File: config.mk
export PLATFORM = sky130hd
export DESIGN_NAME = sudiv_prep
export DESIGN_NICKNAME = d
export VERILOG_FILES = /design/src/hdl/sudiv_pkg.sv /design/src/hdl/sudiv_prep.sv
export SDC_FILE = /design/constraint.sdc
export NUM_CORES = 1
export LEC_CHECK = 0
export BUFFER_PORTS_ARGS = -buffer_cell sky130_fd_sc_hd__buf_4
export CAP_MARGIN = 0
export CORE_UTILIZATION = 45
export CTS_CLUSTER_DIAMETER = 200
export DETAILED_ROUTE_END_ITERATION = 10
export PLACE_DENSITY = 0.77
export RECOVER_POWER = 25
export SLEW_MARGIN = 0
export SYNTH_ARGS = -nofsm -noshare
export SYNTH_HDL_FRONTEND = slang
export SYNTH_SLANG_ARGS = --single-unit
export TNS_END_PERCENT = 100
File: constraint.sdc
create_clock -name clk -period 4 [get_ports clk]
set_input_delay 0.4 -clock clk [delete_from_list [all_inputs] [get_ports clk]]
set_output_delay 0.4 -clock clk [all_outputs]
set_load 0.02 [all_outputs]
File: src/hdl/sudiv_pkg.sv
// ----------------------------------------------------------------------------
// sudiv_pkg: shared definitions for the signed/unsigned divider
// Port width, default operand width, opcodes and per-request control flags.
// ----------------------------------------------------------------------------
package sudiv_pkg;

  localparam int PORT_W         = 64;
  localparam int DATA_WIDTH_DEF = 64;
  localparam int OP_W           = 2;

  localparam logic [OP_W-1:0] OP_UQUO = 2'd0;
  localparam logic [OP_W-1:0] OP_UREM = 2'd1;
  localparam logic [OP_W-1:0] OP_SQUO = 2'd2;
  localparam logic [OP_W-1:0] OP_SREM = 2'd3;

  typedef struct packed {
    logic sel_rem;   // deliver remainder instead of quotient
    logic neg_quo;   // operand signs differ on a signed request
    logic neg_rem;   // negative dividend on a signed request
  } ctrl_t;

endpackage

File: src/hdl/sudiv_prep.sv
// ----------------------------------------------------------------------------
// sudiv_prep: operand conditioning stage
// Decodes the opcode, takes operand magnitudes and registers the request.
// ----------------------------------------------------------------------------
module sudiv_prep #(
  parameter int DATA_WIDTH = sudiv_pkg::DATA_WIDTH_DEF
) (
  input  logic                              clk,
  input  logic                              rst_n,
  input  logic                              up_valid,
  output logic                              up_ready,
  input  logic [sudiv_pkg::OP_W-1:0]        up_opcode,
  input  logic [sudiv_pkg::PORT_W-1:0]      up_dividend,
  input  logic [sudiv_pkg::PORT_W-1:0]      up_divisor,
  output logic                              dn_valid,
  input  logic                              dn_ready,
  output sudiv_pkg::ctrl_t                  dn_ctrl,
  output logic [DATA_WIDTH-1:0]             dn_num,
  output logic [DATA_WIDTH-1:0]             dn_den
);

  logic                  valid_r;
  sudiv_pkg::ctrl_t      ctrl_r, ctrl_nxt;
  logic [DATA_WIDTH-1:0] num_r, num_nxt;
  logic [DATA_WIDTH-1:0] den_r, den_nxt;
  logic [DATA_WIDTH-1:0] num_raw, den_raw;
  logic                  is_signed, num_neg, den_neg;

  assign up_ready = !valid_r || dn_ready;

  always_comb begin
    num_raw   = up_dividend[DATA_WIDTH-1:0];
    den_raw   = up_divisor[DATA_WIDTH-1:0];
    is_signed = (up_opcode == sudiv_pkg::OP_SQUO) || (up_opcode == sudiv_pkg::OP_SREM);
    num_neg   = is_signed && num_raw[DATA_WIDTH-1];
    den_neg   = is_signed && den_raw[DATA_WIDTH-1];
    num_nxt   = num_neg ? (~num_raw + DATA_WIDTH'(1)) : num_raw;
    den_nxt   = den_neg ? (~den_raw + DATA_WIDTH'(1)) : den_raw;
    ctrl_nxt.sel_rem = (up_opcode == sudiv_pkg::OP_UREM) || (up_opcode == sudiv_pkg::OP_SREM);
    ctrl_nxt.neg_quo = num_neg ^ den_neg;
    ctrl_nxt.neg_rem = num_neg;
  end

  always_ff @(posedge clk) begin
    if (!rst_n) begin
      valid_r <= 1'b0;
    end else if (up_ready) begin
      valid_r <= up_valid;
    end
  end

  always_ff @(posedge clk) begin
    if (up_ready && up_valid) begin
      ctrl_r <= ctrl_nxt;
      num_r  <= num_nxt;
      den_r  <= den_nxt;
    end
  end

  assign dn_valid = valid_r;
  assign dn_ctrl  = ctrl_r;
  assign dn_num   = num_r;
  assign dn_den   = den_r;

endmodule

After elaboration in Yosys (flattened, before gate mapping)
Index checks and enable logic that the tools add are counted.

Equality and inequality tests: 3. Add/subtract/negate cells: 2. Bitwise operators: 3. Mux-type cells: 2. Reductions and logical operators: 7.

Operators with widths (number): $add 64x1->64 const B (2); $mux 64 (2); $not 64->64 (2); $eq 2x2->1 const B (2); $logic_and 1x1->1 (3); $logic_or 1x1->1 (3); $eq 2x1->1 const B (1); $logic_not 1->1 (1); $xor 1x1->1 (1).

Input bits: 134. Output and inout port bits: 133. Register bits after elaboration: 132.

Logic depth before layout (Yosys ltp)
Depth after elaboration: 4. Gate-level depth with buffers: 8. Mapped depth without buffers: 7.

Least setup slack after synthesis
OpenSTA, ideal clock, no wires.

Path type: in2reg. Start: in dn_ready. End: reg ctrl_r, in the netlist dn_ctrl[0] (enable). Path buffers: 0. Cell stages on the path: 2. Library setup time: 0.505 ns. Setup slack: -0.209 ns. Data arrival time: 3.704 ns. Cell sequence: nand2b_1 and2_1.

Cells in the longest elaborated chain, start to end: 2.

RTL lines: start, declared (line sudiv_prep.sv:16) `input logic dn_ready,`; $logic_or 1x1->1 (line sudiv_prep.sv:29) `assign up_ready = !valid_r || dn_ready;`; $logic_and 1x1->1 (line sudiv_prep.sv:53) `if (up_ready && up_valid) begin`; end signal, assigned (line sudiv_prep.sv:54) `ctrl_r <= ctrl_nxt;`; end, declared (line sudiv_prep.sv:23) `sudiv_pkg::ctrl_t ctrl_r, ctrl_nxt;`.

No other way between the ends. A chain may end at the register's enable or synchronous reset.

Final worst setup path
Start: in up_dividend[4] (netlist bit). End: reg num_r[60], in the netlist dn_num[60], data pin.

Cells in the longest elaborated chain, start to end: 3.

RTL lines: start, declared (line sudiv_prep.sv:13) `input logic [sudiv_pkg::PORT_W-1:0] up_dividend,`; $not 64->64 (line sudiv_prep.sv:37) `num_nxt = num_neg ? (~num_raw + DATA_WIDTH'(1)) : num_raw;`; $add 64x1->64 (line sudiv_prep.sv:37); $mux 64 (line sudiv_prep.sv:37); named net num_nxt[60] (line sudiv_prep.sv:24) `logic [DATA_WIDTH-1:0] num_r, num_nxt;`; end signal, assigned (line sudiv_prep.sv:55) `num_r <= num_nxt;`; end, declared (line sudiv_prep.sv:24).

The timed path passes the listed nets, and every way through them passes these cells.

==> impl_metrics.tcl <==
set metrics [dict create \
    grt_pass1_vias 5611 \
    failed_checks "max-capacitance violations, max-slew violations" \
    vias 5856 \
    reg2reg_from "dn_valid$_SDFFE_PN0N_" \
    drt_iter0_markers 433 \
    reg2reg_depth 3 \
    critical_path.max_stage_delay_ns 0.91 \
    vias_per_cell 5.50 \
    path_cells "buf_4, nor4_2, nand4_2, nor4_4, a41oi_1, xor2_1" \
    first_pass_iters 5 \
    grt-ovfl-total 0 \
    routabilityCongestion 0.914 \
    p_per_area_nw_per_um2 420 \
    worst-setup-path-type "input pin to flip-flop" \
    drive_gt1_share_pct 25.8 \
    power_w 0.00396 \
    end_kind "flip-flop" \
    start_util_pct 46.0 \
    wl_per_cell_um 18.0 \
    worstSetupStartpoint "up_dividend[4]" \
    leakagePower_nw 3.56 \
    h-tree-depth 4 \
    antenna_found_initial 0 \
    cts_tree "yes" \
    worst_pin_slew_ns 1.68 \
    worstSkewPairLatency_ns 0.42 \
    yosys-mux-area-fraction_pct 0 \
    cts_root_buffer "clkbuf_16" \
    clk_pin_slew_ns 0.06 \
    setup_violations 0 \
    required_ns 4.16 \
    vdd_drop_max_uv 277 \
    finalClockSkew_ns 0.00644 \
    most-common-layout-cells "buf_4 (175), edfxtp_1 (131), clkbuf_1 (95)" \
    cts_made_buffers 17 \
    synth_simple_gate_area_share_pct 15.2 \
    post-place-ws_ns 0.962 \
    drc 0 \
    cts_buffer_depth 2 \
    cts.repair.resized 0 \
    design_area_um2 9430 \
    layout_commonest_cell "buf_4" \
    ys_ff_latch 132 \
    crit_path_end "dn_num[60]$_DFFE_PP_" \
    dp_hpwl_um 14100 \
    io_pins 267 \
    ys.flop_type "edfxtp_1" \
    core-area_um2 15100 \
    hold_viol 0 \
    final.period_utilization_pct 65.4 \
    synth_top_family_by_area "XOR/XNOR gates" \
    die_y_um 126 \
    ys_seq_area_share_pct 56.8 \
    synth_fa_ha_area_share_pct 0.359 \
    wl_um 19200 \
    netlist_instances 590 \
    r2r_slack_ns 2.43 \
    avgSynthCellArea_um2 11.8 \
    status "finished, violations left" \
    rsz0062_at_grt "no" \
    cap_violations 1 \
    clock-sinks 132 \
    reg2reg_to "dn_den[36]$_DFFE_PP_" \
    nFillCells 1269 \
    grt_start_max_net_pins 132 \
    netlist_area_um2 6960 \
    finalSetupTns_ns 0 \
    cp-start-kind "input pin" \
    worst_ep_arrival_time_ns 2.78 \
    track_usage_pct 23.9 \
    min_path_type "input pin to flip-flop" \
    ctsHoldBuffers 0 \
    portBuffers 266 \
    setup_ws_ns 1.38 \
    synth.distinct_cells 45 \
    n_antenna_cell 0 \
    finalNetCount 1000 \
    hold_slack_ns 0.177 \
    ant_nets 0 \
    slew_violations 37 \
    syn_nets 726 \
    synth-edff-count 131 \
    grt_first_pass_wirelength_um 29200 \
    period_needed_ns 2.62 \
    syn_to_final_growth_pct 35.4 \
    die_w_um 126 \
    rows 45 \
    die_area_um2 16000 \
    cpMaxStageDelayCell "nor4_4" \
    critPathMaxFanout 15 \
    synth-async-reset-ratio_pct 0 \
    post-cts-setup-buffer-count 0 \
    max_freq_ghz 0.382 \
    multiInputGateArea_um2 2870 \
    regArea_um2 3950 \
    maxSlewHeadroom_pct -12.3 \
    synth_compound_area_share_pct 10.0 \
    synth_xor_area_share_pct 15.5 \
    placed_area_um2 9180 \
    ys.warnings.count 0 \
]
## cell families (layout without fill, tap and decap cells)
| family | count (synthesis) | after routing |
|---|---|---|
| xor gates and xnor gates | 123 | 123 |
| AOI/OAI and AO/OA | 111 | 111 |
| and+or+nand+nor | 189 | 189 |
| DFF | 132 | 132 |
| adders and majority gates | 2 | 2 |
| buffers and inverters | 33 | 320 |
## synthesized netlist by cell type (all sizes together), types with 2 or more instances
cell      n  area share, %
a21boi    2           0.22
a21oi    33            2.4
a31oi    32            2.9
a41oi     6           0.75
and2      6           0.54
and3      3           0.27
and4      4           0.50
buf       8           0.74
clkbuf    9           0.49
edfxtp  131             57
ha        2           0.36
inv      15           0.81
nand2    25            1.4
nand2b    2           0.18
nand3     6           0.43
nand4     8           0.81
nor2     52            2.8
nor2b     2           0.18
nor3     33            2.4
nor3b     2           0.22
nor4     23            3.0
nor4b     2           0.25
o21ai    16            1.2
o31ai    14            1.5
o41ai     8            1.1
or2       2           0.18
or3       8           0.72
or4      11            1.3
xnor2    50            6.3
xor2     73            9.2
## critical path: cells and delay by family
kind | cells | cell delay (ns)
simple gates | 3 | 1.79
xor+xnor | 1 | 0.20
buf+inv | 1 | 0.12
compound gates | 1 | 0.26
## routing by layer
layer  GRT usage, %  vias to the layer above  part of all wire [%]
met4           8.79                        0                   2.1
li1               -                     2781                     -
met2           41.7                      303                    50
met1           26.9                     2745                    38
met5              0                        -                     0
met3           8.65                       27                    11
## worst min path at each step
stage / start / end / slack [ns] / cells after the start
after detailed placement: dn_valid$_SDFFE_PN0N_ / dn_valid$_SDFFE_PN0N_ / 0.53 / 2
final: up_opcode[0] / dn_ctrl[2]$_DFFE_PP_ / 0.18 / 1
after global placement: dn_valid$_SDFFE_PN0N_ / dn_valid$_SDFFE_PN0N_ / 0.53 / 2
after CTS: up_opcode[0] / dn_ctrl[2]$_DFFE_PP_ / 0.14 / 1
after global routing: up_opcode[0] / dn_ctrl[2]$_DFFE_PP_ / 0.16 / 1
after floorplan: up_divisor[0] / dn_den[0]$_DFFE_PP_ / 0.50 / 0
## report_power, final
group          total, W  switching [W]  internal, W
Sequential      0.00170      0.0000319      0.00167
Clock           0.00160       0.000619     0.000984
Combinational  0.000652       0.000400     0.000252
## per-stage QoR
step                      std cells  utilization [%]
after floorplan                 590                -
after global placement         1033             60.6
after detailed placement       1033             60.6
after CTS                      1065             64.6
after global routing           1065             62.2
final                          1065             62.2
## sequential cells by signal, indices dropped and copies added, names as in the netlist
name,flops
dn_ctrl,3
dn_den,64
dn_num,64
dn_valid,1
## final cells by class
class                           instances  area share, %
Clock buffer                           17           4.51
Clock inverter                         15           1.92
Inverter                               16          0.637
Multi-Input combinational cell        425           30.5
Sequential cell                       132           41.9
Tap cell                              188           2.50
Timing Repair Buffer                  272           18.0
Power figures use the tool's default switching activity.
