==> src/hdl/sudiv_pkg.sv <==
// ----------------------------------------------------------------------------
// sudiv_pkg: shared definitions for the signed/unsigned divider
// Port width, default operand width, opcodes and per-request control flags.
// ----------------------------------------------------------------------------
package sudiv_pkg;

  localparam int PORT_W         = 64;
  localparam int DATA_WIDTH_DEF = 64;
  localparam int OP_W           = 2;

  localparam logic [OP_W-1:0] OP_UQUO = 2'd0;
  localparam logic [OP_W-1:0] OP_UREM = 2'd1;
  localparam logic [OP_W-1:0] OP_SQUO = 2'd2;
  localparam logic [OP_W-1:0] OP_SREM = 2'd3;

  typedef struct packed {
    logic sel_rem;   // deliver remainder instead of quotient
    logic neg_quo;   // operand signs differ on a signed request
    logic neg_rem;   // negative dividend on a signed request
  } ctrl_t;

endpackage

==> src/hdl/sudiv_cell.sv <==
// ----------------------------------------------------------------------------
// sudiv_cell: one restoring division step
// Shifts in one dividend bit, trial-subtracts the divisor and registers the
// partial remainder together with the combined dividend/quotient word.
// ----------------------------------------------------------------------------
module sudiv_cell #(
  parameter int DATA_WIDTH = sudiv_pkg::DATA_WIDTH_DEF
) (
  input  logic                  clk,
  input  logic                  rst_n,
  input  logic                  up_valid,
  output logic                  up_ready,
  input  sudiv_pkg::ctrl_t      up_ctrl,
  input  logic [DATA_WIDTH-1:0] up_rem,
  input  logic [DATA_WIDTH-1:0] up_nq,
  input  logic [DATA_WIDTH-1:0] up_den,
  output logic                  dn_valid,
  input  logic                  dn_ready,
  output sudiv_pkg::ctrl_t      dn_ctrl,
  output logic [DATA_WIDTH-1:0] dn_rem,
  output logic [DATA_WIDTH-1:0] dn_nq,
  output logic [DATA_WIDTH-1:0] dn_den
);

  logic                  valid_r;
  sudiv_pkg::ctrl_t      ctrl_r;
  logic [DATA_WIDTH-1:0] rem_r, rem_nxt;
  logic [DATA_WIDTH-1:0] nq_r, nq_nxt;
  logic [DATA_WIDTH-1:0] den_r;
  logic [DATA_WIDTH:0]   part, diff;

  assign up_ready = !valid_r || dn_ready;

  // nq holds the unused dividend bits on top and grows quotient bits below
  always_comb begin
    part    = {up_rem, up_nq[DATA_WIDTH-1]};
    diff    = part - {1'b0, up_den};
    rem_nxt = diff[DATA_WIDTH] ? part[DATA_WIDTH-1:0] : diff[DATA_WIDTH-1:0];
    nq_nxt  = {up_nq[DATA_WIDTH-2:0], ~diff[DATA_WIDTH]};
  end

  always_ff @(posedge clk) begin
    if (!rst_n) begin
      valid_r <= 1'b0;
    end else if (up_ready) begin
      valid_r <= up_valid;
    end
  end

  always_ff @(posedge clk) begin
    if (up_ready && up_valid) begin
      ctrl_r <= up_ctrl;
      rem_r  <= rem_nxt;
      nq_r   <= nq_nxt;
      den_r  <= up_den;
    end
  end

  assign dn_valid = valid_r;
  assign dn_ctrl  = ctrl_r;
  assign dn_rem   = rem_r;
  assign dn_nq    = nq_r;
  assign dn_den   = den_r;

endmodule

==> config.mk <==
export PLATFORM = sky130hd
export DESIGN_NAME = sudiv_cell
export DESIGN_NICKNAME = d
export VERILOG_FILES = /design/src/hdl/sudiv_pkg.sv /design/src/hdl/sudiv_cell.sv
export SDC_FILE = /design/constraint.sdc
export NUM_CORES = 1
export LEC_CHECK = 0
export BUFFER_PORTS_ARGS = -buffer_cell sky130_fd_sc_hd__buf_4
export CORE_MARGIN = 2
export CORE_UTILIZATION = 50
export CTS_CLUSTER_DIAMETER = 40
export DETAILED_ROUTE_END_ITERATION = 7
export PLACE_DENSITY_LB_ADDON = 0.25
export SETUP_SLACK_MARGIN = 0.02
export SLEW_MARGIN = 25
export SYNTH_ARGS = -nofsm -noshare
export SYNTH_HDL_FRONTEND = slang
export SYNTH_SLANG_ARGS = --single-unit
==> constraint.sdc <==
create_clock -name clk -period 7.35 [get_ports clk]
set_clock_uncertainty 0.2 [all_clocks]
set_input_delay 0 -clock clk [delete_from_list [all_inputs] [get_ports clk]]
set_output_delay 0 -clock clk [all_outputs]
set_load 0.05 [all_outputs]
# --- Word-level counts from Yosys, hierarchy flattened ---
# Cells that the tools add are included.
op_classes:
  bitwise_logic: 1
  n_mux: 1
  n_reduce_logical: 3
  add_sub_neg: 1
ops:
  columns: ["cell", "n"]
  rows:
  - ["$sub 65x64->65", 1]
  - ["$mux 64", 1]
  - ["$logic_and 1x1->1", 1]
  - ["$logic_not 1->1", 1]
  - ["$logic_or 1x1->1", 1]
  - ["$not 1->1", 1]
totals:
  register_bits: 196
  output_inout_bits: 197

# --- Depth between registers and ports, before layout ---
# Gate-level depths: netlist (run 1).
depth:
  word_depth: 3
  mapped_depth: 15
  mapped_depth_nobuf: 14

# --- Least setup slack after synthesis (run 1) ---
# OpenSTA, ideal clock, no wires.
synth_timing:
  path_type: "register to register"
  startpoint: "reg valid_r (netlist: dn_valid)"
  endpoint: "reg ctrl_r (netlist bit dn_ctrl[0]) (enable)"
  path_buffers: 0
  path_stages_with_launch: 3
  t_required_ps: 6572
  slack_ps: 1093
  setup_time_ps: 578
  arrival_ps: 5479
  period_less_slack_ps: 6257
  path_cell_list: "dfxtp_1 > nand2b_1 > and2_1"
synth_via:
  elab_chain_cells: 3
synth_rtl:
  columns: ["element", "line", "text"]
  rows:
  - ["from (decl)", "sudiv_cell.sv:25", "logic valid_r;"]
  - ["from (signal assigned)", "sudiv_cell.sv:46", "valid_r <= up_valid;"]
  - ["$logic_not 1->1", "sudiv_cell.sv:32", "assign up_ready = !valid_r || dn_ready;"]
  - ["$logic_or 1x1->1", "sudiv_cell.sv:32", null]
  - ["via up_ready", "sudiv_cell.sv:12", "output logic up_ready,"]
  - ["$logic_and 1x1->1", "sudiv_cell.sv:51", "if (up_ready && up_valid) begin"]
  - ["to (signal assigned)", "sudiv_cell.sv:52", "ctrl_r <= up_ctrl;"]
  - ["to (decl)", "sudiv_cell.sv:26", "sudiv_pkg::ctrl_t ctrl_r;"]
# The timed path passes the listed nets, and every way through them passes these cells.
# A chain may end at the register's enable or synchronous reset.

# --- Worst setup path after layout (run 1) ---
layout_timing:
  startpoint: "in up_nq[63]"
  endpoint: "reg rem_r[2] (netlist: dn_rem[2]) (data pin)"
layout_via:
  elab_chain_cells: 2
layout_rtl:
  columns: ["element", "line", "text"]
  rows:
  - ["from (decl)", "sudiv_cell.sv:15", "input logic [DATA_WIDTH-1:0] up_nq,"]
  - ["$sub 65x64->65", "sudiv_cell.sv:37", "diff = part - {1'b0, up_den};"]
  - ["$mux 64", "sudiv_cell.sv:38", "rem_nxt = diff[DATA_WIDTH] ? part[DATA_WIDTH-1:0] : diff[DATA_WIDTH-1:0];"]
  - ["via rem_nxt[2]", "sudiv_cell.sv:27", "logic [DATA_WIDTH-1:0] rem_r, rem_nxt;"]
  - ["to (signal assigned)", "sudiv_cell.sv:53", "rem_r <= rem_nxt;"]
  - ["to (decl)", "sudiv_cell.sv:27", null]
# The timed path passes the listed nets, and every way through them passes these cells.

==> qor.log, run 1 <==
INFO  run_status     outcome=finished, final reports clean
INFO  yosys          ys_ff_latch=196
INFO  pwr            power_density=216nW/um^2
INFO  critical_path  timing.critical_path.required=7.35ns
INFO  clocking       cts-resized-gates=0
INFO  placed_design  detailedPlacementHpwl=25200um
INFO  clocking       cts.clk_slew.worst_paths=0.08ns
INFO  sta            timing.final.max_slew_violations=0
INFO  yosys          synthFlopType=sky130_fd_sc_hd__edfxtp_1
INFO  sta            fmaxAchievable=0.215GHz
INFO  critical_path  rr_startpoint=dn_valid
INFO  worst_hold_path hold_path_depth=5
INFO  yosys          synth.yosys.seq_area_share=53.2%
INFO  yosys          ys_types=60
INFO  floorplan      die_width=153um
INFO  sta            setup-tns-final=0ns
INFO  clocking       worst_skew_pair.late_latency=0.44ns
INFO  global_routing grt_start_max_net_pins=89
INFO  layout         area_growth=51.8%
INFO  detailed_routing drtAntennaViolNets=0
INFO  detailed_routing totalWireLength=37200um
INFO  yosys          synth_enable_flop_cells=195
INFO  layout         multi_input_area=4660squm
INFO  floorplan      core_area=21800squm
INFO  sta            hold_violations=0
INFO  critical_path  crit_path_max_fanout=35
INFO  sta            timing.final.crit_share=63.2%
INFO  layout         final_area=16800squm
INFO  worst_hold_path hp-class=in -> reg
INFO  global_routing antenna_found_initial=2
INFO  critical_path  rr_endpoint=dn_den[25]
INFO  critical_path  timing.critical_path.cells=dlygate4sd3_1, buf_4, inv_1, ha_1, fa_1, nor2b_1, o211ai_1, a31o_2, o21ai_1, a41oi_2, a21o_1, a21oi_2, o21ba_2, nor3_4, inv_4, buf_4, mux2_2
INFO  clocking       ctsHtreeMaxLevel=4
INFO  yosys          avgSynthCellArea=12.1squm
INFO  floorplan      initial_utilization=50.8%
INFO  detailed_routing remaining_drc_errors=0
INFO  global_routing grt-ovfl-total=0
INFO  floorplan      die_boundary_height=153um
INFO  placed_design  place_worst_setup_slack=2.85ns
INFO  global_routing via_count_of_the_first_global_routing_pass=10.0k
INFO  floorplan      dieArea=23300squm
INFO  critical_path  critPathSlowestCell=sky130_fd_sc_hd__buf_4
INFO  detailed_routing dr_pass1_iterations=5
INFO  layout         n_fill_cell=1344
INFO  clocking       ctsLongestPathBuffers=2
INFO  pwr            irDropWorstVdd=0.000147V
INFO  critical_path  critical_path.endpoint_type=flip-flop
INFO  critical_path  worstSetupStartpointType=input pin
INFO  clocking       tritoncts=built
INFO  critical_path  worst_r2r_path_depth=3
INFO  clocking       cts.sink_count=196
INFO  sta            grt_setup_unrepaired=no
INFO  floorplan      num_io_pins=396
INFO  critical_path  cp.arrival=4.64ns
INFO  yosys          syn_area=11100squm
INFO  critical_path  rrSetupSlack=4.74ns
INFO  worst_hold_path hp-start=up_rem[63]
INFO  yosys          yosys_warnings=0
INFO  clocking       cts_root_buffer=sky130_fd_sc_hd__clkbuf_16
INFO  global_routing grt_pass1_wl=56000um
INFO  sta            min_period=4.64ns
INFO  global_routing grt_use_total=31.1%
INFO  placed_design  place.port_buffers=395
INFO  yosys          synthesis.nets=1180
INFO  flow_run       max-cap-violations=0
INFO  sta            timing.final.ws_setup=2.71ns
INFO  detailed_routing routedWlPerCell=20.8um
INFO  worst_hold_path worst_hold_path.endpoint=dn_rem[1]
INFO  pwr            static-leakage-power=7.46nW
INFO  critical_path  path_class=in -> reg
INFO  clocking       cts-buffers-inserted=17
INFO  yosys          ys_async_sr_fraction=0%
INFO  critical_path  critical-path-max-stage-delay=0.66ns
INFO  detailed_routing route.vias.total=9801
INFO  layout         sequential_cell_area=5880squm
INFO  critical_path  cp_common_cell=sky130_fd_sc_hd__buf_4
INFO  detailed_routing drtIter0Drc=840
INFO  sta            report.final.setup_viol=0
INFO  layout         share_of_post_route_cells_with_drive_strength_above_1=33.5%
INFO  layout         nets=1754
INFO  placed_design  gp_routability_congestion=0.844
INFO  pwr            total_power=0.00362W
INFO  sta            timing.slew.headroom=44.2%
INFO  floorplan      row_count=54
INFO  detailed_routing drt-vias-per-instance=5.49
INFO  sta            worst_pin_slew=0.836ns
INFO  placed_design  detailed_place.area=14200squm
INFO  yosys          synthCells=916
-- worst max path at each step --
stage | start | endpoint | slack [ns] | cells after the start
2_1_floorplan | dn_valid | dn_ctrl[0] | 1.09 | 2
3_3_place_gp | up_nq[63] | dn_rem[3] | 2.97 | 16
3_5_place_dp | up_nq[63] | dn_rem[2] | 2.85 | 16
4_1_cts | up_nq[63] | dn_rem[2] | 2.73 | 17
5_1_grt | up_nq[63] | dn_rem[3] | 2.51 | 17
6_report | up_nq[63] | dn_rem[2] | 2.71 | 17
-- flip-flops by register name, indices dropped and copies added, names as in the netlist --
register	cells
dn_ctrl	3
dn_valid	1
dn_nq	64
dn_den	64
dn_rem	64
-- metrics by stage --
step | instances | util, % | hold WS, ns
2_1_floorplan | 916 | - | -0.101
3_3_place_gp | 1555 | 65.2 | -0.0217
3_5_place_dp | 1555 | 65.2 | -0.0205
4_1_cts | 1783 | 77.1 | 0.0229
5_1_grt | 1785 | 77.1 | 0.0472
6_report | 1785 | 77.1 | 0.0183
-- worst max-delay path: cells and delay by family --
kind | cells | cell delay (ns)
buf+inv | 5 | 1.81
simple gates | 2 | 0.25
mux | 1 | 0.41
fa+ha+maj | 2 | 0.68
compound gates | 7 | 1.47
-- routing by layer --
| layer | vias up | GRT usage [%] | share of wire, % |
|---|---|---|---|
| met2 | 465 | 56.4 | 52 |
| li1 | 4565 | - | - |
| met4 | 0 | 12.1 | 3.6 |
| met1 | 4692 | 35.1 | 37 |
| met5 | - | 0 | 0 |
| met3 | 79 | 7.65 | 7.3 |
-- placed cells by master (no fill, tap or decap), types with 17 or more instances in the layout --
master	instances
sky130_fd_sc_hd__mux2_4	59
sky130_fd_sc_hd__ha_1	64
sky130_fd_sc_hd__xnor2_1	34
sky130_fd_sc_hd__xor2_1	26
sky130_fd_sc_hd__o21ai_0	39
sky130_fd_sc_hd__a21oi_1	79
sky130_fd_sc_hd__clkbuf_16	17
sky130_fd_sc_hd__nand2_1	55
sky130_fd_sc_hd__nor2_1	29
sky130_fd_sc_hd__dlygate4sd3_1	196
sky130_fd_sc_hd__nand4_1	19
sky130_fd_sc_hd__a21o_1	31
sky130_fd_sc_hd__edfxtp_1	195
sky130_fd_sc_hd__buf_4	397
sky130_fd_sc_hd__inv_1	82
-- area by class of cell --
cell class                      count  share of cell area [%]
Sequential cell                   196                    35.0
Clock inverter                     15                    1.10
Tap cell                          280                    2.09
Antenna cell                        2                  0.0298
Timing Repair Buffer              594                    29.5
Clock buffer                       17                    2.54
Multi-Input combinational cell    598                    27.8
Inverter                           83                    1.87
-- cell usage after synthesis (all sizes together) (5+ instances only) --
cell type	n	area [sq um]
a211oi	11	82.6
a21o	31	233
a21oi	80	404
a31oi	13	81.3
and3	9	56.3
buf	16	118
clkbuf	23	86.3
edfxtp	195	5860
ha	64	801
inv	83	312
mux2	62	920
nand2	55	206
nand2b	6	37.5
nand3	15	75.1
nand4	19	119
nor2	29	109
nor2b	7	43.8
nor3	16	91.3
o211ai	5	37.5
o21a	6	45.0
o21ai	42	210
o21bai	10	75.1
xnor2	34	298
xor2	26	228
-- where the power goes --
part           internal (W)  total [W]  switching [W]
sequential          0.00135    0.00139      0.0000331
clock              0.000465   0.000980       0.000515
combinational      0.000510    0.00125       0.000742
-- cells by family after synthesis --
| family | count (synthesis) | synth area share (%) |
|---|---|---|
| AND/OR/NAND/NOR | 175 | 7.86 |
| multiplexers | 65 | 8.59 |
| XOR/XNOR | 60 | 4.75 |
| buffers and inverters | 122 | 4.66 |
| adder cells (fa/ha/maj) | 65 | 7.43 |
| flip-flops | 196 | 53.2 |
| AO/OA/AOI/OAI | 233 | 13.5 |
-- timing repair --
action | in CTS | in global routing
buffers inserted | 0 | 0
setup endpoints to repair | 0 | 0
hold buffers | 196 | 0
endpoints found under the hold margin | 195 | 0
Note: power is estimated with default switching activity, not from simulation.
==> inputs of run 2 (changes only) <==
--- a/config.mk
+++ b/config.mk
@@ -7,7 +7,7 @@
 export LEC_CHECK = 0
 export BUFFER_PORTS_ARGS = -buffer_cell sky130_fd_sc_hd__buf_4
 export CORE_MARGIN = 2
-export CORE_UTILIZATION = 50
+export CORE_UTILIZATION = 46
 export CTS_CLUSTER_DIAMETER = 40
 export DETAILED_ROUTE_END_ITERATION = 7
 export PLACE_DENSITY_LB_ADDON = 0.25
==> constraint.sdc (replaced) <==
create_clock -name clk -period 3.75 [get_ports clk]
set_clock_uncertainty 0.2 [all_clocks]
set_input_delay 0 -clock clk [delete_from_list [all_inputs] [get_ports clk]]
set_output_delay 0 -clock clk [all_outputs]
set_load 0.05 [all_outputs]
==> run 2 against run 1 <==
  * Wire length decreased by 1.5%
  * Cell count increased by 3.7%
  * Critical path depth decreased by 2
  * First-iteration DRC count decreased by 34%
  * Largest power group unchanged
  * Sequential power increased by 95%
  * Core utilization decreased by 4.2 points
  * Count of clock-buffer cells in the layout unchanged
  * Combinational power increased by 100%
  * Clock power increased by 94%
  * Critical path type unchanged
  * Hold slack got worse by 0.45 ns
  * The flow now finishes with violations (hold timing)
  * Sequential cell count unchanged
  * Cell area increased by 2.4%
==> qor.log, run 2 (synthesized netlist as in run 1, its figures left out) <==
INFO  run_status     outcome=finished, violations left
INFO  run_status     violations=hold timing
INFO  critical_path  timing.critical_path.required=3.74ns [-3.61 ns]
INFO  sta            timing.final.max_slew_violations=0 [unchanged]
INFO  placed_design  place.port_buffers=395 [unchanged]
INFO  detailed_routing drtAntennaViolNets=0 [unchanged]
INFO  floorplan      core_area=23500squm [+8.2%]
INFO  sta            timing.final.crit_share=96.8%
INFO  sta            setup-tns-final=0ns [unchanged]
INFO  flow_run       max-cap-violations=0 [unchanged]
INFO  pwr            power_density=416nW/um^2 [+93%]
INFO  detailed_routing totalWireLength=36600um [-1.5%]
INFO  worst_hold_path hp-class=in -> reg
INFO  critical_path  critical-path-max-stage-delay=0.54ns [-0.12 ns]
INFO  floorplan      row_count=56 [+3.7%]
INFO  floorplan      num_io_pins=396 [unchanged]
INFO  critical_path  critPathSlowestCell=sky130_fd_sc_hd__dlygate4sd3_1
INFO  global_routing grt-ovfl-total=0 [unchanged]
INFO  critical_path  critical_path.endpoint_type=flip-flop
INFO  sta            worst_pin_slew=0.655ns [-0.182 ns]
INFO  layout         most-common-layout-cells=sky130_fd_sc_hd__buf_4, sky130_fd_sc_hd__edfxtp_1, sky130_fd_sc_hd__dlygate4sd3_1
INFO  clocking       cts_root_buffer=sky130_fd_sc_hd__clkbuf_16
INFO  clocking       cts-buffers-inserted=17 [unchanged]
INFO  layout         final_area=17200squm [+2.4%]
INFO  floorplan      die_width=159um [+4.1%]
INFO  placed_design  detailedPlacementHpwl=25600um [+1.6%]
INFO  global_routing grt_pass1_wl=55100um [-1.6%]
INFO  clocking       tritoncts=built
INFO  sta            hold_violations=2 [+2]
INFO  detailed_routing dr_pass1_iterations=5 [unchanged]
INFO  pwr            total_power=0.00715W [+97%]
INFO  pwr            static-leakage-power=7.63nW [+2.3%]
INFO  detailed_routing routedWlPerCell=19.8um [-5.0%]
INFO  floorplan      initial_utilization=46.9% [-3.9 points]
INFO  layout         area_growth=55.3%
INFO  pwr            irDropWorstVdd=0.000256V [+74%]
INFO  detailed_routing remaining_drc_errors=0 [unchanged]
INFO  sta            fmaxAchievable=0.276GHz
INFO  critical_path  cp.arrival=3.62ns [-1.02 ns]
INFO  sta            final.hold.worst_slack=-0.433ns [-0.451 ns]
INFO  critical_path  cp_num_buf_inv=4 [-1]
INFO  clocking       cts_hold_repair.buffers=194 [-1.0%]
INFO  detailed_routing drt-vias-per-instance=5.32 [-3.0%]
INFO  critical_path  crit_path_max_fanout=13 [-63%]
INFO  global_routing antenna_found_initial=5 [+3]
INFO  placed_design  detailed_place.area=14500squm [+2.0%]
INFO  critical_path  worstSetupStartpointType=input pin
INFO  sta            timing.slew.headroom=55.9% [+12 points]
INFO  critical_path  critical_path_s_top_delay_family=compound AO/OA/AOI/OAI gates
INFO  sta            min_period=3.63ns
INFO  global_routing grt_use_total=27.6% [-3.5 points]
INFO  layout         share_of_post_route_cells_with_drive_strength_above_1=35.4% [+2.0 points]
INFO  global_routing grt_start_max_net_pins=65 [-27%]
INFO  clocking       ctsLongestPathBuffers=2 [unchanged]
INFO  clocking       cts.clk_slew.worst_paths=0.08ns [about the same]
INFO  detailed_routing route.vias.total=9854 [+0.54%]
INFO  critical_path  timing.critical_path.cells=dlygate4sd3_1, buf_4, ha_1, a21oi_1, o21ai_1, a21oi_1, o31ai_2, a41oi_2, a21o_1, a21oi_2, o21ba_2, nor3_4, inv_6, clkbuf_16, mux2_4
INFO  clocking       cts.sink_count=196 [unchanged]
INFO  global_routing via_count_of_the_first_global_routing_pass=10.0k [-0.20%]
INFO  layout         nets=1778 [+1.4%]
INFO  sta            report.final.setup_viol=0 [unchanged]
INFO  clocking       worst_skew_pair.late_latency=0.43ns [about the same]
INFO  critical_path  path_class=in -> reg
INFO  floorplan      dieArea=25300squm [+8.5%]
INFO  detailed_routing drtIter0Drc=553 [-34%]
INFO  layout         mostFrequentLayoutCell=sky130_fd_sc_hd__buf_4
INFO  critical_path  cp_common_cell=sky130_fd_sc_hd__a21oi_1
INFO  floorplan      die_boundary_height=159um [+4.1%]
INFO  sta            grt_setup_unrepaired=no
INFO  clocking       ctsHtreeMaxLevel=4 [unchanged]
INFO  placed_design  gp_routability_congestion=0.907 [+7.5%]
-- run 2: cell type report --
| type | count | area, sq um |
|---|---|---|
| Clock buffer | 17 | 425 |
| Fill cell | 1640 | 6370 |
| Sequential cell | 196 | 5880 |
| Timing Repair Buffer | 618 | 5230 |
| Inverter | 83 | 317 |
| Antenna cell | 5 | 12.5 |
| Clock inverter | 15 | 186 |
| Multi-Input combinational cell | 598 | 4720 |
| Tap cell | 319 | 399 |
-- run 2: repair_timing --
item,4_1_cts,5_1_grt
hold endpoints to repair,195,2
endpoints found under the setup margin,0,60
buffers inserted,0,1
gates resized for setup,0,17
-- run 2: worst paths after layout --
kind / start / depth (start not counted) / end / slack (ns)
setup / recovery: up_rem[14] / 15 / dn_rem[39] / 0.12
hold / removal: up_den[0] / 1 / dn_den[0] / -0.43
setup reg to reg: dn_valid / 3 / dn_rem[42] / 1.60
hold reg to reg: dn_valid / 2 / dn_nq[55] / 0.87
-- run 2: power breakdown --
group	internal [W]	switching, W
sequential	0.00265	0.0000593
combinational	0.00106	0.00148
clock	0.000911	0.000989
total	0.00462	0.00252
-- run 2: metal layers --
| metal | GRT usage [%] | wire, um |
|---|---|---|
| met3 | 4.85 | 2170 |
| met4 | 6.86 | 683 |
| met2 | 51.1 | 19300 |
| met5 | 0 | 0 |
| met1 | 33.2 | 14400 |
-- run 2: metrics by stage --
| step | utilization, % | setup slack, ns | cells |
|---|---|---|---|
| after global placement | 61.5 | 0.0854 | 1617 |
| after detailed placement | 61.5 | 0.0936 | 1617 |
| after CTS | 72.3 | 0.0719 | 1843 |
| final | 72.9 | 0.122 | 1851 |
| after floorplan | - | 0.543 | 916 |
| after global routing | 72.9 | 0.00886 | 1851 |
