**src/hdl/sudiv_pkg.sv**
```systemverilog
// ----------------------------------------------------------------------------
// sudiv_pkg: shared definitions for the signed/unsigned divider
// Port width, default operand width, opcodes and per-request control flags.
// ----------------------------------------------------------------------------
package sudiv_pkg;

  localparam int PORT_W         = 64;
  localparam int DATA_WIDTH_DEF = 64;
  localparam int OP_W           = 2;

  localparam logic [OP_W-1:0] OP_UQUO = 2'd0;
  localparam logic [OP_W-1:0] OP_UREM = 2'd1;
  localparam logic [OP_W-1:0] OP_SQUO = 2'd2;
  localparam logic [OP_W-1:0] OP_SREM = 2'd3;

  typedef struct packed {
    logic sel_rem;   // deliver remainder instead of quotient
    logic neg_quo;   // operand signs differ on a signed request
    logic neg_rem;   // negative dividend on a signed request
  } ctrl_t;

endpackage

```
**src/hdl/sudiv_post.sv**
```systemverilog
// ----------------------------------------------------------------------------
// sudiv_post: sign fix-up and output register
// Selects quotient or remainder, applies the result sign, holds the result.
// ----------------------------------------------------------------------------
module sudiv_post #(
  parameter int DATA_WIDTH = sudiv_pkg::DATA_WIDTH_DEF
) (
  input  logic                         clk,
  input  logic                         rst_n,
  input  logic                         up_valid,
  output logic                         up_ready,
  input  sudiv_pkg::ctrl_t             up_ctrl,
  input  logic [DATA_WIDTH-1:0]        up_rem,
  input  logic [DATA_WIDTH-1:0]        up_quo,
  output logic                         dn_valid,
  input  logic                         dn_ready,
  output logic [sudiv_pkg::PORT_W-1:0] dn_result
);

  localparam int PW = sudiv_pkg::PORT_W;

  logic                  valid_r;
  logic [PW-1:0]         result_r, result_nxt;
  logic [DATA_WIDTH-1:0] mag;
  logic                  neg;

  assign up_ready = !valid_r || dn_ready;

  always_comb begin
    mag        = up_ctrl.sel_rem ? up_rem : up_quo;
    neg        = up_ctrl.sel_rem ? up_ctrl.neg_rem : up_ctrl.neg_quo;
    result_nxt = PW'(neg ? (~mag + DATA_WIDTH'(1)) : mag);
  end

  always_ff @(posedge clk) begin
    if (!rst_n) begin
      valid_r <= 1'b0;
    end else if (up_ready) begin
      valid_r <= up_valid;
    end
  end

  always_ff @(posedge clk) begin
    if (up_ready && up_valid) begin
      result_r <= result_nxt;
    end
  end

  assign dn_valid  = valid_r;
  assign dn_result = result_r;

endmodule

```
**config.mk**
```make
export PLATFORM = sky130hd
export DESIGN_NAME = sudiv_post
export DESIGN_NICKNAME = d
export VERILOG_FILES = /design/src/hdl/sudiv_pkg.sv /design/src/hdl/sudiv_post.sv
export SDC_FILE = /design/constraint.sdc
export NUM_CORES = 1
export LEC_CHECK = 0
export ABC_AREA = 1
export BUFFER_PORTS_ARGS = -buffer_cell sky130_fd_sc_hd__buf_4
export CELL_PAD_IN_SITES_DETAIL_PLACEMENT = 0
export CELL_PAD_IN_SITES_GLOBAL_PLACEMENT = 2
export CORE_UTILIZATION = 28
export CTS_CLUSTER_DIAMETER = 80
export DETAILED_ROUTE_END_ITERATION = 8
export PLACE_DENSITY = 0.85
export SYNTH_ARGS = -nofsm -noshare
export SYNTH_HDL_FRONTEND = slang
export SYNTH_SLANG_ARGS = --single-unit
```
**constraint.sdc**
```tcl
create_clock -name clk -period 6.6 [get_ports clk]
set_input_delay 0.99 -clock clk [delete_from_list [all_inputs] [get_ports clk]]
set_output_delay 0.99 -clock clk [all_outputs]
set_load 0.01 [all_outputs]
```
Word level (Yosys, flattened, before mapping):

Cells that the tools add are included.
W data, S select, Z words.

* register bits after elaboration: 65
* latch bits: 0
* RAM bits: 0
* bits in read-only memories: 0
* bits of input ports: 135
* output and inout bits: 66
* word-level logic and storage cells: 10
* memories: 0

* $add $sub $neg: 1
* multiply operators: 0
* divide/modulo/power cells: 0
* magnitude comparators: 0
* equality and inequality tests: 0
* shifts and indexed selects: 0
* multiplexer cells: 3
* bitwise operators: 1
* reduce and logical (&&, ||, !) cells: 3

Operators by type and width (number)
* $mux W64: 2
* $add A64 B1 Y64 const B: 1
* $not A64 Y64: 1
* $logic_and A1 B1 Y1: 1
* $logic_not A1 Y1: 1
* $logic_or A1 B1 Y1: 1
* $mux W1: 1

Logic depth before layout (Yosys ltp):

Gate-level depths: netlist of the first run.

* depth in word-level cells: 4
* depth in mapped cells: 16
* depth with buffers taken out: 14

Worst setup path after synthesis of the first run:

Ideal clock, no wire load.

* path type: in2reg
* start: input up_valid
* end: register result_r[0] (netlist: dn_result[0]), enable pin
* library setup time: 0.507 ns
* arrival: 4.135 ns
* data required time: 6.093 ns
* slack: 1.958 ns
* stages: 2
* path buffers: 0
* cells stage by stage: inv_1 > a21oi_1

* word-level cells in the longest chain between the ends: 1

Ends and longest elaborated chain
* start, declared: line sudiv_post.sv:10 `input logic up_valid,`
* $logic_and A1 B1 Y1: line sudiv_post.sv:44 `if (up_ready && up_valid) begin`
* end signal, assigned: line sudiv_post.sv:45 `result_r <= result_nxt;`
* end, declared: line sudiv_post.sv:23 `logic [PW-1:0] result_r, result_nxt;`

No other way between the ends.
A chain may end at the register's enable or synchronous reset.

Worst setup path in the final report of the first run:

* start: input up_ctrl[2] (netlist name)
* end: register result_r[44] (netlist: dn_result[44]) (data pin)

* word-level cells in the longest chain between the ends: 4
* elaborated cells between the ends (all ways): 5
* those cells by class: add/sub (1); mux (3); bitwise (1)

Ends and longest elaborated chain
* start, declared: line sudiv_post.sv:12 `input sudiv_pkg::ctrl_t up_ctrl,`
* $mux W64: line sudiv_post.sv:30 `mag = up_ctrl.sel_rem ? up_rem : up_quo;`
* $not A64 Y64: line sudiv_post.sv:32 `result_nxt = PW'(neg ? (~mag + DATA_WIDTH'(1)) : mag);`
* $add A64 B1 Y64: line sudiv_post.sv:32
* $mux W64 (*): line sudiv_post.sv:32
* named net result_nxt[44]: line sudiv_post.sv:23

The timed path passes the listed nets; every way through them passes the cells marked *.

==> Flow_metrics.wiki, run 1 <==
{| class="wikitable"
! Metric !! Value
|-
| Largest net degree at the start of global routing || 90
|-
| CP startpoint kind || input pin
|-
| Number of synthesis warnings || 0
|-
| Area of the core || 20,600 sq um
|-
| Wire length of the first global-routing pass || 33,900 um
|-
| Cell area reported after detailed placement || 7620 sq um
|-
| Final-report hold violation count || 0
|-
| Final max-slew violation count || 0
|-
| Max-capacitance violation count || 0
|-
| Via Count || 6,425
|-
| DR WL/cell || 15.5 um
|-
| Post-CTS setup repair buffer count || 0
|-
| Number of global-route vias before repair || 6,148
|-
| Total Negative Setup Slacks || 0 ps
|-
| Count of distinct cell types in the synthesized netlist || 29
|-
| Slew at the pin closest to its max-slew limit || 937 ps
|-
| Vert. Die Dim || 148 um
|-
| Seq/Total Area, Yosys || 0.326
|-
| FMAX || 289 MHz
|-
| Initial cell density of the core || 0.290
|-
| H-Tree Level Count || 3
|-
| Final estimated routing congestion in global placement || 0.889
|-
| Number of buffers added by the clock tree synthesis step || 9
|-
| Cell at the root of the clock tree || sky130_fd_sc_hd__clkbuf_16
|-
| Register clock-pin slew on the reported worst setup and hold paths || 60 ps
|-
| Half-perimeter wire length after placement || 17,800 um
|-
| Count of inserted antenna diode cells || 0
|-
| Count of endpoints failing setup in the final report || 0
|-
| First-pass iteration count of the detailed router || 5
|-
| Leading cell types in the layout, fill and taps excluded || sky130_fd_sc_hd__nand2_1 (433), sky130_fd_sc_hd__buf_4 (202), sky130_fd_sc_hd__nor2_1 (155), sky130_fd_sc_hd__inv_1 (138), sky130_fd_sc_hd__edfxtp_1 (64)
|-
| Delay of the slowest cell on the worst path || 680 ps
|-
| Pwr per Cell Area || 179 nW/um^2
|-
| Chip Width || 148 um
|-
| Cells along the critical path || buf_4 -> nand2_1 -> o21ai_4 -> buf_4 -> nand2_1 -> nand2_1 -> nand2_1 -> nand2_1 -> inv_1
|-
| Count of boundary I/O pins || 201
|-
| Worst EP required || 6700 ps
|-
| Power Total || 1.42 mW
|-
| Critical-path top delay cell || sky130_fd_sc_hd__buf_4
|-
| Worst hold path type || flop to flop
|-
| Most Frequent Cell on Critical Path || sky130_fd_sc_hd__nand2_1
|-
| Leftover overflow at the end of global routing || 0
|-
| Max Fanout on Critical Path || 89
|-
| # DRC || 0
|-
| Post-cts repair resize count || 0
|-
| Outcome || finished clean
|-
| Antenna viol nets, final || 0
|-
| Share of final-layout standard cells stronger than drive strength 1 || 0.215
|-
| Category of the worst setup path capture point || flop
|-
| Leading cell type in the layout, fill and taps excluded || sky130_fd_sc_hd__nand2_1
|-
| Critical Path AT || 3560 ps
|-
| # nets final || 1,310
|-
| Clock latency on the worst-skew pair || 340 ps
|-
| Post-Route Skew || 4.46 ps
|-
| Cell count after synthesis || 984
|-
| Cts-stage hold buffer count || 0
|-
| Number of antenna violations at the first check in global routing || 0
|-
| Shortest clock period the worst path allows after layout || 3460 ps
|-
| Area growth from synthesis to layout || 32.7%
|-
| Final cell utilization of the core || 0.384
|-
| Seq cells post-synth || 65
|-
| Total routed wirelength || 22,500 um
|-
| Post-synth design cell area || 5950 sq um
|-
| Worst IR drop on VDD || 0.116 mV
|-
| Number of clock sinks || 65
|-
| Setup repair after global routing missed its margin || false
|-
| Number of filler cells placed in the layout || 2,357
|-
| Number of port buffers || 200
|-
| Number of rows in the core area || 52
|-
| Global-route usage over all layers || 0.206
|-
| Period utilization || 0.524
|-
| Number of buffers on the longest clock path || 2
|-
| Clock tree from TritonCTS || yes
|-
| Max transition margin || 0.376
|-
| Syn nets || 1,120
|-
| Post-detailed-route via-to-cell ratio || 4.44
|-
| Die area || 21,900 sq um
|-
| Static leakage || 4.03 nW
|-
| Summed area of non-filler cells in the final layout || 7900 sq um
|-
| Critical path class || input pin to flop
|-
| Syn avg cell area || 6.05 sq um
|-
| Starting DRC count in detailed routing || 373
|}
flip-flops by register name (all words and copies together), names as in the netlist:
register and count:
dn_result 64, dn_valid 1
per-stage QoR:
step	instances	worst slack, ps	hold WS [ps]
CTS	1448	3100	575
floorplan	984	1960	595
detailed placement	1433	2730	565
global placement	1433	2770	555
global route	1448	2860	622
finish	1448	3140	564
metal layers:
metal	GRT usage	vias to the layer above	share of wire
li1	-	3359	-
met1	0.289	2863	0.48
met2	0.328	182	0.45
met3	0.0296	21	0.055
met4	0.0541	0	0.016
met5	0	-	0
synthesized netlist by cell type:
cell type                  count  share of area
sky130_fd_sc_hd__nor3_2        1         0.0017
sky130_fd_sc_hd__nor2_2       15          0.016
sky130_fd_sc_hd__or2_2         1         0.0011
sky130_fd_sc_hd__dfxtp_1       1         0.0034
sky130_fd_sc_hd__edfxtp_1     64           0.32
sky130_fd_sc_hd__inv_8         1         0.0019
sky130_fd_sc_hd__nand2_2      10          0.011
sky130_fd_sc_hd__nor2_1      155          0.098
sky130_fd_sc_hd__buf_4         7         0.0088
sky130_fd_sc_hd__xor2_1       31          0.046
sky130_fd_sc_hd__o21ai_1      15          0.013
sky130_fd_sc_hd__nor3_1        4         0.0034
sky130_fd_sc_hd__nand4_1       5         0.0053
sky130_fd_sc_hd__buf_6        10          0.019
sky130_fd_sc_hd__o21ai_2       2         0.0029
sky130_fd_sc_hd__inv_1       138          0.087
sky130_fd_sc_hd__nand3_1      42          0.035
sky130_fd_sc_hd__a21oi_1       4         0.0034
sky130_fd_sc_hd__nand3b_1      4         0.0050
sky130_fd_sc_hd__buf_2         6         0.0050
sky130_fd_sc_hd__xnor2_1       7          0.010
sky130_fd_sc_hd__o21ai_4       1         0.0027
sky130_fd_sc_hd__a21boi_0      1         0.0013
sky130_fd_sc_hd__nand2_1     433           0.27
sky130_fd_sc_hd__inv_2         5         0.0032
sky130_fd_sc_hd__ha_1          1         0.0021
sky130_fd_sc_hd__nand3_2       3         0.0050
sky130_fd_sc_hd__o21ai_0      16          0.013
sky130_fd_sc_hd__or2_1         1         0.0011
worst paths after layout:
path | endpoint | cells after the start | slack, ps | start
max | dn_result[44] | 9 | 3140 | up_ctrl[2]
min | dn_valid | 2 | 560 | dn_valid
max reg2reg | dn_result[48] | 2 | 4980 | dn_valid
min reg2reg | dn_valid | 2 | 560 | dn_valid
layout make-up:
class	instances	area (sq um)	share of cell area
Tap cell	270	338	0.0428
Sequential cell	65	1940	0.246
Clock buffer	9	225	0.0285
Clock inverter	6	50.0	0.00634
Multi-Input combinational cell	752	3280	0.415
Timing Repair Buffer	202	1520	0.192
Inverter	144	548	0.0694
critical path: cells and delay by family:
kind | cells | cell delay (ps)
AND/OR/NAND/NOR | 5 | 810
AO/OA/AOI/OAI | 1 | 320
buffers and inverters | 3 | 1390
report_power, final:
part           leakage, nW  internal [mW]  switching, mW
logic                 3.27          0.170          0.247
clock network        0.135          0.285          0.190
registers            0.623          0.510         0.0142
total                 4.03          0.964          0.451
kinds of logic after synthesis:
family | share of synthesized area
fa+ha+maj | 0.00210
simple gates | 0.455
compound gates | 0.0364
xor+xnor | 0.0559
buf+inv | 0.125
flops | 0.326
Power figures use the tool's default switching activity.
==> run 2, diff against run 1 <==
- ABC_AREA: 1 -> 0
- CORE_UTILIZATION: 28 -> 29
- PLACE_DENSITY: 0.85 -> 0.79
- clock period: 6.6 -> 3.5 ns (I/O delays scaled with it)
==> Flow_metrics.wiki, run 2 <==
{| class="wikitable"
! Metric !! Value
|-
| Outcome || finished clean
|-
| Number of rows in the core area || 48
|-
| Die area || 18,200 sq um
|-
| Chip Width || 135 um
|-
| Vert. Die Dim || 135 um
|-
| Total Negative Setup Slacks || 0 ps
|-
| Max transition margin || 0.416
|-
| Number of global-route vias before repair || 4,884
|-
| Summed area of non-filler cells in the final layout || 7320 sq um
|-
| Clock tree from TritonCTS || yes
|-
| Cts-stage hold buffer count || 0
|-
| Total routed wirelength || 18,400 um
|-
| Final estimated routing congestion in global placement || 0.855
|-
| Syn avg cell area || 9.93 sq um
|-
| # nets final || 858
|-
| Proportion of synthesized flip-flops having asynchronous set or reset || 0
|-
| Seq cells post-synth || 65
|-
| Count of boundary I/O pins || 201
|-
| Pwr per Cell Area || 359 nW/um^2
|-
| Number of buffer and inverter stages on the critical path || 2
|-
| Via Count || 5,028
|-
| First-pass iteration count of the detailed router || 5
|-
| Leading cell type in the layout, fill and taps excluded || sky130_fd_sc_hd__buf_4
|-
| Number of buffers added by the clock tree synthesis step || 9
|-
| CP startpoint kind || input pin
|-
| Cell count after synthesis || 515
|-
| EDFF count, synth || 64
|-
| Worst EP required || 3570 ps
|-
| Setup repair after global routing missed its margin || false
|-
| Slew at the pin closest to its max-slew limit || 865 ps
|-
| Area share of the leading cell type in the synthesized netlist || 0.376
|-
| Largest net degree at the start of global routing || 43
|-
| Commonest cells in the synthesized netlist || sky130_fd_sc_hd__edfxtp_1 (64), sky130_fd_sc_hd__mux2i_1 (49), sky130_fd_sc_hd__nand2_1 (37)
|-
| Number of clock sinks || 65
|-
| Area of the core || 17,200 sq um
|-
| Count of endpoints failing setup in the final report || 0
|-
| Number of buffers on the longest clock path || 2
|-
| Count of inserted antenna diode cells || 0
|-
| Number of synthesis warnings || 0
|-
| Post-cts repair resize count || 0
|-
| Share of final-layout standard cells stronger than drive strength 1 || 0.387
|-
| Max-capacitance violation count || 0
|-
| Most frequent cell after synthesis || sky130_fd_sc_hd__edfxtp_1
|-
| Shortest clock period the worst path allows after layout || 3070 ps
|-
| Number of filler cells placed in the layout || 1,686
|-
| Area of the multi-input gates || 3070 sq um
|-
| Flip-flop and latch area || 1940 sq um
|-
| Leading cell types in the layout, fill and taps excluded || sky130_fd_sc_hd__buf_4 (218), sky130_fd_sc_hd__edfxtp_1 (64), sky130_fd_sc_hd__mux2i_1 (48), sky130_fd_sc_hd__nand2_1 (37), sky130_fd_sc_hd__xor2_1 (36)
|-
| Critical path class || input pin to flop
|-
| DR WL/cell || 19.4 um
|-
| Global-route usage over all layers || 0.202
|-
| Cell accounting for the most synthesized area || sky130_fd_sc_hd__edfxtp_1
|-
| Delay of the slowest cell on the worst path || 560 ps
|-
| Post-detailed-route via-to-cell ratio || 5.28
|-
| Max Fanout on Critical Path || 39
|-
| Critical-path top delay cell || sky130_fd_sc_hd__nor4_4
|-
| Post-synth design cell area || 5110 sq um
|-
| Cells along the critical path || buf_6 -> buf_12 -> mux2i_1 -> ha_1 -> o21ai_1 -> nor4_4 -> nand4_1 -> o41ai_2 -> xor2_1
|-
| Leftover overflow at the end of global routing || 0
|-
| Seq/Total Area, Yosys || 0.380
|-
| Power Total || 2.63 mW
|-
| Post-CTS setup repair buffer count || 0
|-
| Starting DRC count in detailed routing || 339
|-
| Count of distinct cell types in the synthesized netlist || 59
|-
| Final max-slew violation count || 0
|-
| Category of the worst setup path capture point || flop
|-
| Worst hold path type || input pin to flop
|-
| Worst slack at placement || 126 ps
|-
| Cell at the root of the clock tree || sky130_fd_sc_hd__clkbuf_16
|-
| Number of antenna violations at the first check in global routing || 0
|-
| Static leakage || 3.00 nW
|-
| Number of port buffers || 200
|-
| Post-layout worst setup margin || 427 ps
|-
| Final-report hold violation count || 0
|-
| Wire length of the first global-routing pass || 27,400 um
|-
| Worst IR drop on VDD || 0.228 mV
|-
| Half-perimeter wire length after placement || 14,700 um
|-
| Largest cells by area after synthesis || sky130_fd_sc_hd__edfxtp_1 (38%), sky130_fd_sc_hd__mux2i_1 (9.6%), sky130_fd_sc_hd__xor2_1 (6.2%), sky130_fd_sc_hd__xnor2_1 (4.5%), sky130_fd_sc_hd__or3b_2 (3.3%)
|-
| Area growth from synthesis to layout || 43.1%
|-
| Antenna viol nets, final || 0
|-
| Register clock-pin slew on the reported worst setup and hold paths || 60 ps
|-
| # DRC || 0
|-
| Syn nets || 651
|-
| Largest delay contributor family on the critical path || simple AND/OR/NAND/NOR gates
|-
| Post-Route Skew || 7.13 ps
|-
| Critical Path AT || 3150 ps
|-
| Cell area reported after detailed placement || 7020 sq um
|-
| Number of flip-flops under the largest register name || 64
|-
| Clock latency on the worst-skew pair || 340 ps
|-
| Period utilization || 0.878
|-
| H-Tree Level Count || 3
|-
| Most used DFF post-synth || sky130_fd_sc_hd__edfxtp_1
|-
| FMAX || 325 MHz
|-
| Initial cell density of the core || 0.297
|}
run 2: worst reg2reg max path: cells and delay by family (launching register included):
kind	cells	cell delay, ps
and+or+nand+nor	2	760
buffers and inverters	1	330
DFF	1	310
run 2: final timing paths:
path                   start       endpoint  slack [ps]  depth (start not counted)
setup reg to reg    dn_valid  dn_result[50]        1780                          3
hold reg to reg     dn_valid       dn_valid         550                          2
hold / removal      up_valid       dn_valid         450                          3
setup / recovery  up_ctrl[2]  dn_result[60]         430                          9
run 2: per-stage QoR:
| step | cells | util | hold slack [ps] |
|---|---|---|---|
| 6_report | 952 | 0.425 | 451 |
| 5_1_grt | 952 | 0.425 | 459 |
| 4_1_cts | 952 | 0.425 | 440 |
| 3_5_place_dp | 936 | 0.407 | 542 |
| 3_3_place_gp | 936 | 0.407 | 508 |
| 2_1_floorplan | 515 | - | 610 |
run 2: area by class of cell:
| type | instances | area share |
|---|---|---|
| Tap cell | 225 | 0.0385 |
| Multi-Input combinational cell | 419 | 0.420 |
| Timing Repair Buffer | 222 | 0.233 |
| Sequential cell | 65 | 0.265 |
| Clock buffer | 11 | 0.0332 |
| Inverter | 5 | 0.00256 |
| Clock inverter | 5 | 0.00752 |
run 2: cells by family (layout without fill, tap and decap cells):
kind of cell	after synthesis	after routing	share of synthesized area
xor gates and xnor gates	62	62	0.106
muxes	56	56	0.111
AOI/OAI and AO/OA	103	103	0.136
buffers and inverters	31	243	0.0289
DFF	65	65	0.380
adders and majority gates	1	1	0.00245
and+or+nand+nor	197	197	0.236
run 2: routing by layer:
metal,GRT usage,routed length [um],vias up
met5,0,0,-
met2,0.322,8520,179
met1,0.278,8590,2433
met4,0.0755,340,0
li1,-,-,2396
met3,0.0274,997,20
run 2: where the power goes:
part	switching (mW)	internal (mW)	total, mW	leakage (nW)
combinational	0.355	0.351	0.706	2.23
sequential	0.0277	0.970	0.997	0.628
clock	0.356	0.568	0.925	0.142
total	0.740	1.89	2.63	3.00
==> run 3, diff against run 2 <==
- ABC_AREA: 0 -> 1
- CORE_ASPECT_RATIO: not set -> 1.5
- CORE_UTILIZATION: 29 -> 26
- PLACE_DENSITY: 0.79 -> 0.8
==> Flow_metrics.wiki, run 3 (synthesized netlist as in run 1, its figures left out) <==
{| class="wikitable"
! Metric !! Value
|-
| Outcome || complete, but fails checks
|-
| Violations in the final reports || DRC
|-
| Wire length of the first global-routing pass || 36,100 um
|-
| Number of buffers added by the clock tree synthesis step || 9
|-
| Antenna viol nets, final || 0
|-
| Share of final-layout standard cells stronger than drive strength 1 || 0.220
|-
| Leading cell types in the layout, fill and taps excluded || sky130_fd_sc_hd__nand2_1 (433), sky130_fd_sc_hd__buf_4 (204), sky130_fd_sc_hd__nor2_1 (155), sky130_fd_sc_hd__inv_1 (138), sky130_fd_sc_hd__edfxtp_1 (64)
|-
| Critical Path AT || 2800 ps
|-
| Clock tree from TritonCTS || yes
|-
| Count of inserted antenna diode cells || 0
|-
| CP startpoint kind || input pin
|-
| Slew at the pin closest to its max-slew limit || 937 ps
|-
| Shortest clock period the worst path allows after layout || 2690 ps
|-
| Worst IR drop on VDD || 0.233 mV
|-
| Area growth from synthesis to layout || 33.9%
|-
| Hold_sp || rst_n
|-
| Count of endpoints failing setup in the final report || 0
|-
| Worst hold path type || input pin to flop
|-
| Launch point of the critical path || up_ctrl[2]
|-
| Number of flip-flops under the largest register name || 64
|-
| Cell area reported after detailed placement || 7690 sq um
|-
| Starting DRC count in detailed routing || 274
|-
| Category of the worst setup path capture point || flop
|-
| Pwr per Cell Area || 339 nW/um^2
|-
| Total Negative Setup Slacks || 0 ps
|-
| Initial cell density of the core || 0.266
|-
| Global-route usage over all layers || 0.207
|-
| Half-perimeter wire length after placement || 19,500 um
|-
| RR Startpoint || dn_valid
|-
| H-Tree Level Count || 3
|-
| Cts-stage hold buffer count || 0
|-
| Leading cell type in the layout, fill and taps excluded || sky130_fd_sc_hd__nand2_1
|-
| Max Fanout on Critical Path || 31
|-
| Max-capacitance violation count || 0
|-
| # DRC || 12
|-
| Via Count || 6,507
|-
| Period utilization || 0.769
|-
| Final cell utilization of the core || 0.356
|-
| Critical path class || input pin to flop
|-
| Count of boundary I/O pins || 201
|-
| Final max-slew violation count || 0
|-
| Number of rows in the core area || 67
|-
| Number of port buffers || 200
|-
| Post-cts repair resize count || 0
|-
| Max transition margin || 0.375
|-
| Number of buffers on the longest clock path || 2
|-
| Leftover overflow at the end of global routing || 0
|-
| Final estimated routing congestion in global placement || 0.873
|-
| Post-Route Skew || 9.57 ps
|-
| Area of the core || 22,400 sq um
|-
| DR WL/cell || 16.4 um
|-
| Number of antenna violations at the first check in global routing || 0
|-
| Static leakage || 4.06 nW
|-
| Setup repair after global routing missed its margin || false
|-
| Summed area of non-filler cells in the final layout || 7980 sq um
|-
| Total routed wirelength || 24,000 um
|-
| Vert. Die Dim || 187 um
|-
| Number of filler cells placed in the layout || 2,556
|-
| Register clock-pin slew on the reported worst setup and hold paths || 50 ps
|-
| Worst EP required || 3610 ps
|-
| Cell at the root of the clock tree || sky130_fd_sc_hd__clkbuf_16
|-
| Number of clock sinks || 65
|-
| Clock latency on the worst-skew pair || 360 ps
|-
| Largest net degree at the start of global routing || 66
|-
| Die area || 23,500 sq um
|-
| First-pass iteration count of the detailed router || 7
|-
| Post-CTS setup repair buffer count || 0
|-
| Post-detailed-route via-to-cell ratio || 4.46
|-
| # nets final || 1,314
|-
| FMAX || 371 MHz
|-
| Chip Width || 126 um
|-
| Hold Worst Slack || 439 ps
|-
| Number of global-route vias before repair || 6,650
|-
| Final-report hold violation count || 0
|}
==> run 3: changes by cell type in the layout (fill, tap and decap cells not counted), moves of 18 or more <==
cell / previous run / this run
sky130_fd_sc_hd__a21oi_1: 22 / 3
sky130_fd_sc_hd__inv_1: 5 / 138
sky130_fd_sc_hd__mux2i_1: 48 / 0
sky130_fd_sc_hd__nand2_1: 37 / 433
sky130_fd_sc_hd__nand3_1: 4 / 42
sky130_fd_sc_hd__nor2_1: 19 / 155
sky130_fd_sc_hd__nor3_1: 22 / 4
sky130_fd_sc_hd__or3_1: 22 / 0
sky130_fd_sc_hd__or3b_2: 19 / 0
sky130_fd_sc_hd__xnor2_1: 26 / 7
==> run 3: final timing paths <==
kind                                       to  slack, ps  cells after the start
worst max register to register   dn_result[4]       1860                      2
worst min register to register       dn_valid        560                      2
worst max-delay path            dn_result[50]        810                     13
worst min-delay path                 dn_valid        440                      2
==> run 3: final cells by class <==
cell class / instances / area (sq um) / area share
sequential: 65 / 1940 / 0.243
clock buffer: 10 / 229 / 0.0287
timing repair buffer: 206 / 1570 / 0.197
multi-input combinational: 752 / 3280 / 0.411
inverter: 144 / 548 / 0.0687
tap: 276 / 345 / 0.0433
clock inverter: 6 / 58.8 / 0.00737
==> run 3: worst max-delay path, stage by stage <==
cell and delay (ps):
sky130_fd_sc_hd__buf_4 340, sky130_fd_sc_hd__buf_4 300, sky130_fd_sc_hd__nand2_1 80, sky130_fd_sc_hd__nand2_1 230, sky130_fd_sc_hd__nand2_1 160, sky130_fd_sc_hd__nor2_1 160, sky130_fd_sc_hd__nand3_1 190, sky130_fd_sc_hd__nor2_1 280
sky130_fd_sc_hd__nand3_1 260, sky130_fd_sc_hd__nand2_1 120, sky130_fd_sc_hd__nand2_1 50, sky130_fd_sc_hd__nand2_1 50, sky130_fd_sc_hd__inv_1 30
==> run 3: power by group <==
group	switching [mW]	internal [mW]	total [mW]
clock	0.372	0.546	0.918
sequential	0.0249	0.962	0.987
combinational	0.471	0.327	0.798
total	0.868	1.83	2.70
==> run 3: per-layer routing <==
layer,vias to the layer above,track usage,part of all wire
met5,-,0,0
met1,2929,0.206,0.37
li1,3365,-,-
met4,0,0.108,0.042
met3,46,0.0329,0.040
met2,167,0.403,0.55
==> run 3: metrics by stage <==
step	total power [mW]	setup slack [ps]	std cells
after floorplan	1.44	625	984
after global placement	1.81	419	1443
after detailed placement	1.81	420	1443
after CTS	2.74	801	1459
after global routing	2.84	575	1459
final	2.70	807	1459
